===== src/rtl/core/dssa_pkg.sv =====
`timescale 1ns / 1ps
// ----------------------------------------------------------------------------
// Diagnostic session / security access package
// Register indexes, response codes, session and sub-function codes and reset
// values used by the core.
// ----------------------------------------------------------------------------
package dssa_pkg;

  localparam int unsigned CFG_IDX_W  = 3;
  localparam int unsigned CFG_DATA_W = 32;

  typedef enum logic [CFG_IDX_W-1:0] {
    CFG_LOCKOUT_MS   = 3'd0,
    CFG_MAX_ATTEMPTS = 3'd1,
    CFG_SEED_MASK    = 3'd2,
    CFG_KEY_XOR      = 3'd3,
    CFG_KEY_ADD      = 3'd4
  } cfg_idx_t;

  typedef enum logic [2:0] {
    NRC_NONE     = 3'd0,
    NRC_LEN      = 3'd1,
    NRC_SUB      = 3'd2,
    NRC_DELAY    = 3'd3,
    NRC_KEY      = 3'd4,
    NRC_ATTEMPTS = 3'd5
  } nrc_t;

  // Session types (low seven bits of the session control sub-function)
  localparam logic [6:0] SESS_SUB_DEFAULT  = 7'd1;
  localparam logic [6:0] SESS_SUB_PROG     = 7'd2;
  localparam logic [6:0] SESS_SUB_EXTENDED = 7'd3;

  localparam logic [1:0] SESS_DEFAULT  = 2'd1;
  localparam logic [1:0] SESS_EXTENDED = 2'd3;

  // Security access sub-functions
  localparam logic [7:0] SA_REQ_SEED = 8'd1;
  localparam logic [7:0] SA_SEND_KEY = 8'd2;

  // Minimum request lengths in bytes
  localparam logic [11:0] MIN_LEN     = 12'd2;
  localparam logic [11:0] MIN_KEY_LEN = 12'd6;

  localparam logic [15:0] LOCKOUT_MS_RST   = 16'd10000;
  localparam logic [3:0]  MAX_ATTEMPTS_RST = 4'd3;
  localparam logic [31:0] SEED_MASK_RST    = 32'hA5C3_E1F7;
  localparam logic [31:0] KEY_XOR_RST      = 32'h5A5A_5A5A;
  localparam logic [31:0] KEY_ADD_RST      = 32'h3618_BC91;

endpackage


===== src/rtl/core/dssa_req_if.sv =====
`timescale 1ns / 1ps
// ----------------------------------------------------------------------------
// Request channel
// Valid/ready channel carrying one diagnostic request word.
// ----------------------------------------------------------------------------
interface dssa_req_if;
  logic        valid;
  logic        ready;
  logic        func;
  logic [7:0]  sub_function;
  logic [11:0] msg_length;
  logic [31:0] received_key;
  logic [31:0] now_ms;

  modport source (
    output valid, func, sub_function, msg_length, received_key, now_ms,
    input  ready
  );

  modport sink (
    input  valid, func, sub_function, msg_length, received_key, now_ms,
    output ready
  );
endinterface


===== src/rtl/core/dssa_rsp_if.sv =====
`timescale 1ns / 1ps
// ----------------------------------------------------------------------------
// Response channel
// Valid/ready channel carrying one diagnostic response word.
// ----------------------------------------------------------------------------
interface dssa_rsp_if;
  logic        valid;
  logic        ready;
  logic        negative;
  logic [2:0]  nrc;
  logic [7:0]  echo_sub;
  logic [31:0] seed_out;
  logic [1:0]  session_now;
  logic        unlocked;
  logic        reset_request;

  modport source (
    output valid, negative, nrc, echo_sub, seed_out, session_now, unlocked,
           reset_request,
    input  ready
  );

  modport sink (
    input  valid, negative, nrc, echo_sub, seed_out, session_now, unlocked,
           reset_request,
    output ready
  );
endinterface


===== src/rtl/core/diag_session_security_access_unit.sv =====
`timescale 1ns / 1ps
// ----------------------------------------------------------------------------
// Diagnostic session control and seed/key security access
// Session switching, seed generation, key check and bad-key lockout.
// ----------------------------------------------------------------------------
// Response: a response word is registered and valid the cycle after its request is accepted.
// Throughput: one request per cycle; the single response register frees up
// whenever the sink takes its word, so req.ready = !rsp.valid | rsp.ready.
// Reset (rst, synchronous): configuration and state registers return to their
// defaults, the session goes to default, access is locked, seed/retry/lockout clear.
// ----------------------------------------------------------------------------
module diag_session_security_access_unit
  import dssa_pkg::*;
(
  input  logic                  clk,
  input  logic                  rst,
  dssa_req_if.sink              req,
  dssa_rsp_if.source            rsp,
  input  logic                  cfg_we,
  input  logic [CFG_IDX_W-1:0]  cfg_index,
  input  logic [CFG_DATA_W-1:0] cfg_wdata
);

  // configuration
  logic [15:0] lockout_ms;
  logic [3:0]  max_attempts;
  logic [31:0] seed_mask;
  logic [31:0] key_xor;
  logic [31:0] key_add;

  // protocol state
  logic [1:0]  session_reg,   session_reg_next;
  logic        unlocked_reg,  unlocked_reg_next;
  logic [31:0] seed_reg,      seed_reg_next;
  logic [3:0]  retry_reg,     retry_reg_next;
  logic [31:0] lock_time_reg, lock_time_reg_next;

  // response register
  logic        rsp_valid;
  logic        rsp_negative;
  logic [2:0]  rsp_nrc;
  logic [7:0]  rsp_echo_sub;
  logic [31:0] rsp_seed_out;
  logic [1:0]  rsp_session_now;
  logic        rsp_unlocked;
  logic        rsp_reset_request;

  logic        req_fire;
  logic [6:0]  sess_sub;
  logic [31:0] elapsed;
  logic        lock_active;
  logic [31:0] expected_key;
  logic [3:0]  retry_inc;
  nrc_t        nrc;
  logic [7:0]  echo;
  logic [31:0] seed;
  logic        reset_req;

  assign req.ready = !rsp_valid || rsp.ready;
  assign req_fire  = req.valid && req.ready;

  assign sess_sub     = req.sub_function[6:0];
  assign elapsed      = req.now_ms - lock_time_reg;
  assign lock_active  = (lock_time_reg != 32'd0) && (elapsed < {16'd0, lockout_ms});
  assign expected_key = ((~seed_reg) ^ key_xor) + key_add;
  assign retry_inc    = retry_reg + 4'd1;

  always_comb begin
    session_reg_next   = session_reg;
    unlocked_reg_next  = unlocked_reg;
    seed_reg_next      = seed_reg;
    retry_reg_next     = retry_reg;
    lock_time_reg_next = lock_time_reg;
    nrc                = NRC_NONE;
    echo               = 8'd0;
    seed               = 32'd0;
    reset_req          = 1'b0;

    if (req.msg_length < MIN_LEN) begin
      nrc = NRC_LEN;
    end else if (!req.func) begin
      if (sess_sub == SESS_SUB_DEFAULT || sess_sub == SESS_SUB_EXTENDED) begin
        session_reg_next  = sess_sub[1:0];
        unlocked_reg_next = 1'b0;
        echo              = {1'b0, sess_sub};
      end else if (sess_sub == SESS_SUB_PROG) begin
        echo      = {1'b0, sess_sub};
        reset_req = 1'b1;
      end else begin
        nrc = NRC_SUB;
      end
    end else if (req.sub_function == SA_REQ_SEED) begin
      if (lock_active) begin
        nrc = NRC_DELAY;
      end else begin
        lock_time_reg_next = 32'd0;
        retry_reg_next     = 4'd0;
        seed_reg_next      = req.now_ms ^ seed_mask;
        seed               = req.now_ms ^ seed_mask;
        echo               = SA_REQ_SEED;
      end
    end else if (req.sub_function == SA_SEND_KEY) begin
      if (lock_active) begin
        nrc = NRC_DELAY;
      end else begin
        lock_time_reg_next = 32'd0;
        if (req.msg_length < MIN_KEY_LEN) begin
          nrc = NRC_LEN;
        end else if (req.received_key == expected_key) begin
          unlocked_reg_next = 1'b1;
          retry_reg_next    = 4'd0;
          echo              = SA_SEND_KEY;
        end else if (retry_inc >= max_attempts) begin
          // too many bad keys: open the lockout window
          lock_time_reg_next = req.now_ms;
          retry_reg_next     = 4'd0;
          nrc                = NRC_ATTEMPTS;
        end else begin
          retry_reg_next = retry_inc;
          nrc            = NRC_KEY;
        end
      end
    end else begin
      nrc = NRC_SUB;
    end
  end

  always_ff @(posedge clk) begin
    if (rst) begin
      lockout_ms   <= LOCKOUT_MS_RST;
      max_attempts <= MAX_ATTEMPTS_RST;
      seed_mask    <= SEED_MASK_RST;
      key_xor      <= KEY_XOR_RST;
      key_add      <= KEY_ADD_RST;
    end else if (cfg_we) begin
      case (cfg_idx_t'(cfg_index))
        CFG_LOCKOUT_MS:   lockout_ms   <= cfg_wdata[15:0];
        CFG_MAX_ATTEMPTS: max_attempts <= cfg_wdata[3:0];
        CFG_SEED_MASK:    seed_mask    <= cfg_wdata;
        CFG_KEY_XOR:      key_xor      <= cfg_wdata;
        CFG_KEY_ADD:      key_add      <= cfg_wdata;
        default: ;
      endcase
    end
  end

  always_ff @(posedge clk) begin
    if (rst) begin
      session_reg   <= SESS_DEFAULT;
      unlocked_reg  <= 1'b0;
      seed_reg      <= 32'd0;
      retry_reg     <= 4'd0;
      lock_time_reg <= 32'd0;
    end else if (req_fire) begin
      session_reg   <= session_reg_next;
      unlocked_reg  <= unlocked_reg_next;
      seed_reg      <= seed_reg_next;
      retry_reg     <= retry_reg_next;
      lock_time_reg <= lock_time_reg_next;
    end
  end

  always_ff @(posedge clk) begin
    if (rst) begin
      rsp_valid <= 1'b0;
    end else if (req.ready) begin
      rsp_valid <= req.valid;
    end
  end

  // hold the response word until the sink takes it
  always_ff @(posedge clk) begin
    if (req_fire) begin
      rsp_negative      <= (nrc != NRC_NONE);
      rsp_nrc           <= nrc;
      rsp_echo_sub      <= echo;
      rsp_seed_out      <= seed;
      rsp_session_now   <= session_reg_next;
      rsp_unlocked      <= unlocked_reg_next;
      rsp_reset_request <= reset_req;
    end
  end

  assign rsp.valid         = rsp_valid;
  assign rsp.negative      = rsp_negative;
  assign rsp.nrc           = rsp_nrc;
  assign rsp.echo_sub      = rsp_echo_sub;
  assign rsp.seed_out      = rsp_seed_out;
  assign rsp.session_now   = rsp_session_now;
  assign rsp.unlocked      = rsp_unlocked;
  assign rsp.reset_request = rsp_reset_request;

  a_lock_clears_retry: assert property (@(posedge clk) disable iff (rst)
    (lock_time_reg != 32'd0) |-> (retry_reg == 4'd0))
    else $error("retry count nonzero while a lockout time is stored");

  a_session_legal: assert property (@(posedge clk) disable iff (rst)
    (session_reg == SESS_DEFAULT) || (session_reg == SESS_EXTENDED))
    else $error("session register holds an unsupported session");

  a_nrc_matches_negative: assert property (@(posedge clk) disable iff (rst)
    rsp_valid |-> (rsp_negative == (rsp_nrc != NRC_NONE)))
    else $error("negative flag disagrees with response code");

  a_session_relocks: assert property (@(posedge clk) disable iff (rst)
    (req_fire && !req.func && (req.msg_length >= MIN_LEN) &&
     ((sess_sub == SESS_SUB_DEFAULT) || (sess_sub == SESS_SUB_EXTENDED)))
    |=> !unlocked_reg)
    else $error("session change left security unlocked");

  a_reset_req_positive: assert property (@(posedge clk) disable iff (rst)
    (rsp_valid && rsp_reset_request) |-> !rsp_negative)
    else $error("reset request raised on a negative response");

endmodule

===== src/flat_wrapper.sv =====
// flat-port wrapper written by rule: the top's interface ports become plain ports
module diag_session_security_access_unit_flat import dssa_pkg::*;
  (clk, rst, cfg_we, cfg_index, cfg_wdata, req_valid, req_func, req_sub_function, req_msg_length, req_received_key, req_now_ms, req_ready, rsp_valid, rsp_negative, rsp_nrc, rsp_echo_sub, rsp_seed_out, rsp_session_now, rsp_unlocked, rsp_reset_request, rsp_ready);
  dssa_req_if req_i ();
  dssa_rsp_if rsp_i ();
  input  logic clk;
  input  logic rst;
  input  logic cfg_we;
  input  logic [CFG_IDX_W-1:0] cfg_index;
  input  logic [CFG_DATA_W-1:0] cfg_wdata;
  input wire logic [$bits(req_i.valid)-1:0] req_valid;
  input wire logic [$bits(req_i.func)-1:0] req_func;
  input wire logic [$bits(req_i.sub_function)-1:0] req_sub_function;
  input wire logic [$bits(req_i.msg_length)-1:0] req_msg_length;
  input wire logic [$bits(req_i.received_key)-1:0] req_received_key;
  input wire logic [$bits(req_i.now_ms)-1:0] req_now_ms;
  output wire logic [$bits(req_i.ready)-1:0] req_ready;
  output wire logic [$bits(rsp_i.valid)-1:0] rsp_valid;
  output wire logic [$bits(rsp_i.negative)-1:0] rsp_negative;
  output wire logic [$bits(rsp_i.nrc)-1:0] rsp_nrc;
  output wire logic [$bits(rsp_i.echo_sub)-1:0] rsp_echo_sub;
  output wire logic [$bits(rsp_i.seed_out)-1:0] rsp_seed_out;
  output wire logic [$bits(rsp_i.session_now)-1:0] rsp_session_now;
  output wire logic [$bits(rsp_i.unlocked)-1:0] rsp_unlocked;
  output wire logic [$bits(rsp_i.reset_request)-1:0] rsp_reset_request;
  input wire logic [$bits(rsp_i.ready)-1:0] rsp_ready;
  assign req_i.valid = req_valid;
  assign req_i.func = req_func;
  assign req_i.sub_function = req_sub_function;
  assign req_i.msg_length = req_msg_length;
  assign req_i.received_key = req_received_key;
  assign req_i.now_ms = req_now_ms;
  assign req_ready = req_i.ready;
  assign rsp_valid = rsp_i.valid;
  assign rsp_negative = rsp_i.negative;
  assign rsp_nrc = rsp_i.nrc;
  assign rsp_echo_sub = rsp_i.echo_sub;
  assign rsp_seed_out = rsp_i.seed_out;
  assign rsp_session_now = rsp_i.session_now;
  assign rsp_unlocked = rsp_i.unlocked;
  assign rsp_reset_request = rsp_i.reset_request;
  assign rsp_i.ready = rsp_ready;
  diag_session_security_access_unit u_core (.clk(clk), .rst(rst), .req(req_i), .rsp(rsp_i), .cfg_we(cfg_we), .cfg_index(cfg_index), .cfg_wdata(cfg_wdata));
endmodule

===== config.mk =====
export PLATFORM = sky130hd
export DESIGN_NAME = diag_session_security_access_unit_flat
export DESIGN_NICKNAME = d
export VERILOG_FILES = /design/src/rtl/core/dssa_pkg.sv /design/src/rtl/core/dssa_req_if.sv /design/src/rtl/core/dssa_rsp_if.sv /design/src/rtl/core/diag_session_security_access_unit.sv /design/src/flat_wrapper.sv
export SDC_FILE = /design/constraint.sdc
export NUM_CORES = 1
export LEC_CHECK = 0
export ABC_AREA = 1
export BUFFER_PORTS_ARGS = -buffer_cell sky130_fd_sc_hd__clkbuf_2
export CAP_MARGIN = 5
export CELL_PAD_IN_SITES_DETAIL_PLACEMENT = 1
export CELL_PAD_IN_SITES_GLOBAL_PLACEMENT = 1
export CORE_ASPECT_RATIO = 2
export CORE_MARGIN = 1
export CORE_UTILIZATION = 40
export CTS_CLUSTER_DIAMETER = 100
export DETAILED_ROUTE_END_ITERATION = 8
export PLACE_DENSITY_LB_ADDON = 0.1
export SLEW_MARGIN = 15
export SYNTH_ARGS = -nofsm -noshare
export SYNTH_HDL_FRONTEND = slang
export SYNTH_SLANG_ARGS = --single-unit
export TNS_END_PERCENT = 50

===== constraint.sdc =====
create_clock -name clk -period 4.2 [get_ports clk]
set_input_delay 0.63 -clock clk [delete_from_list [all_inputs] [get_ports clk]]
set_output_delay 0.63 -clock clk [all_outputs]
set_load 0.02 [all_outputs]

==> summary.txt <==
Cells and area
  – Nets: 3075
  – Most frequent cells in the layout: nand2_1, inv_1, nor2_1, dfxtp_1, clkbuf_2
  – Ratio of cells with drive above 1 in the final layout: 0.1193
  – Commonest non-fill, non-tap cell in the layout: nand2_1
  – Syn-to-layout area delta: 14.15%
  – ANT cells: 0

CTS
  – # clock sinks: approximately 240
  – Htree depth: 1
  – Post-CTS Repair Setup Buffers: 0
  – Clk slew on worst S/H paths: 0.07 ns
  – Root Driver: clkbuf_16
  – Clock insertion delay at the later pin of the skew report: 0.53 ns
  – Num CTS Buffers: 22
  – Hold buffers post-CTS: 0
  – Post-CTS sizing: 0
  – Clk buf depth: 3
  – CTS tree: built

GRT
  – Gr ovfl total: 0
  – Largest net degree at the start of global routing: between 50 and 60
  – GRT Resource Usage Total: 0.2788
  – Vias in the first global route: approximately 18000
  – Initial antenna violation count: 0
  – First-pass GRT wire length: 93.23 mm

Timing
  – Final hold vios: 0
  – RSZ-0062 raised after global routing: no
  – Final setup fails: 0
  – Hold Slack: ~0.37 ns
  – Max-slew violations: 0
  – Fmax: about 260 MHz
  – Setup ws final: ~0.4 ns
  – Tcrit/Tclk final: 0.9045
  – Clk_skew: 0.01128 ns
  – Worst Max-Slew Pin Slew: between 1 and 1.5 ns
  – Final min period: 3.799 ns
  – Fin Setup TNS: 0 ns
  – Relative slew slack: 0.2479

Floorplan
  – DIE AREA: 0.04314 mm^2
  – Core Area: approximately 0.042 mm^2
  – # rows: 106
  – Number of I/O pins: 175
  – Initial Util: 0.4047
  – Die W: 147.4 um
  – Die height: 292.7 um

Setup path
  – Worst r2r src: u_core.seed_reg[0]
  – CP Launch Type: register
  – Crit path max-delay family: simple AND/OR/NAND/NOR gates
  – Critical path arrival: 4.07 ns
  – CP dominant cell by count: nand3_1
  – Crit path capture type: register
  – Worst path required time: 4.47 ns
  – WS Path Type: reg -> reg
  – Worst setup path start: u_core.seed_reg[0]
  – Critical path fanouts, max: 4
  – CP max stage delay: 0.40 ns
  – Critical path cell sequence: xnor2_1 > ha_1 > inv_1 > fa_1 > inv_1 > nand3_1 > nand2_1 > nand3_1 > nand3_1 > nand2_1 > nand3_1 > nand2_1 > nand2_1 > nand3b_1 > nor2_1 > nand3_1 > nor2_2 > nor2_1 > nor2_1 > nand3_1
  – Buffers & Inverters on Critical Path: 2
  – R2R setup slack: 0.40 ns
  – Slowest-stage cell, CP: fa_1

Routing
  – Avg WL per Cell: about 17 um
  – Final ANT Viol Nets: 0
  – Initial DRC count: 521
  – Final wirelength: 59.57 mm
  – First drt pass iteration count: 4
  – Vias post-DR: 16940
  – Drt via density: 4.960
  – # DRC: 0

Placement
  – Routability cong.: 0.9322
  – Setup slack at placement: 0.02260 ns
  – HPWL after DPL: 49.89 mm
  – Count of buffers from port buffering: 172

Synthesis
  – Post-Syn Area per Cell: 6.308 um^2
  – Yosys reg bits: 235
  – Async set-reset flop share out of synthesis: 0
  – Seq/Total Area, Yosys: 0.3061
  – EDFF count, synth: 47
  – Main synth FF type: dfxtp_1
  – Gate Count Post-Synth: 2680
  – Yosys cell types: 44
  – Yosys Warn Count: 0
  – Mapped Area: between 0.015 and 0.02 mm^2

Power and ir drop
  – Pleak: 10.36 nW
  – Peak VDD IR: 0.3111 mV
  – PwrDens: 294.2 mW/mm^2

Flow run
  – Max Cap Viol: 0

Run status
  – Status: finished clean

Hold path
  – Hold Path Origin: cfg_wdata[19]
  – Type of the most critical hold path: in -> reg
-- cells in the mapped netlist, types with 2 or more instances --
cell,number,share of area
nand3_2,34,0.020
a21oi_2,4,0.0021
nand3_1,169,0.050
fa_1,2,0.0024
and3_1,2,0.00074
inv_1,516,0.11
a211oi_1,2,0.00089
inv_2,8,0.0018
edfxtp_1,47,0.083
nor2_1,337,0.075
nand2_1,776,0.17
buf_2,11,0.0033
o211ai_1,7,0.0031
nor4_1,2,0.00074
o21ai_0,82,0.024
nand2_4,3,0.0020
nor3_1,16,0.0047
dfxtp_1,188,0.22
o21bai_1,3,0.0013
nand3b_1,12,0.0053
nand4_1,30,0.011
nor3_2,5,0.0030
o21ai_1,20,0.0059
clkinv_1,3,0.00067
clkbuf_1,40,0.0089
nor2_2,14,0.0052
buf_4,6,0.0027
xnor2_1,47,0.024
buf_1,5,0.0011
nand2_2,16,0.0059
ha_1,89,0.066
a21oi_1,96,0.028
xor2_1,65,0.034
buf_6,7,0.0047
and2_1,7,0.0026
-- where the power goes --
part	total, W	internal [W]	switching (W)
Sequential	0.00240	0.00236	0.0000366
Clock	0.00212	0.00121	0.000910
Combinational	0.00116	0.000389	0.000775
Total	0.00568	0.00396	0.00172
-- metal layers --
layer,up-vias,wire [um],track usage,share of wire
met1,7985,20460,0.2545,0.34
met3,168,935,0.01480,0.016
li1,8520,-,-,-
met4,0,4341,0.1825,0.073
met5,-,0,0,0
met2,267,33830,0.5742,0.57
-- cell type report --
class                      instances  area, um^2
fill                            5727       22480
multi-input combinational       1854        9434
sequential                       235        5175
inverter                         527        1981
timing repair buffer             219        1289
tap                              540       675.6
clock buffer                      28       604.3
clock inverter                    12       140.1
-- kinds of logic (layout without fill, tap and decap cells) --
logic type,Yosys count,in the layout,synth area share
AO/OA/AOI/OAI,217,217,0.06727
buffers and inverters,596,786,0.1376
AND/OR/NAND/NOR,1428,1428,0.3626
other,1,6,0.0002218
XOR/XNOR,112,112,0.05802
flip-flops,235,235,0.3061
adder cells (fa/ha/maj),91,91,0.06824
-- metrics by stage --
stage,total power [W],utilization,instance area [um^2],cells
floorplan,0.003182,-,16930,2685
CTS,0.005742,0.4619,19300,3415
global placement,0.003574,0.4441,18550,3375
global route,0.005958,0.4619,19300,3415
finish,0.005678,0.4619,19300,3415
detailed placement,0.003616,0.4441,18550,3375
-- worst min-delay path, stage by stage --
cell and delay, ns:
clkbuf_2 0.11, nand2_1 0.05, nand3_1 0.06
-- final timing paths --
path	end	cells past startpoint
max	u_core.rsp.negative	20
max reg2reg	u_core.rsp.negative	20
min reg2reg	u_core.session_reg[0]	2
min	u_core.key_xor[19]	3
Power figures use the tool's default switching activity.
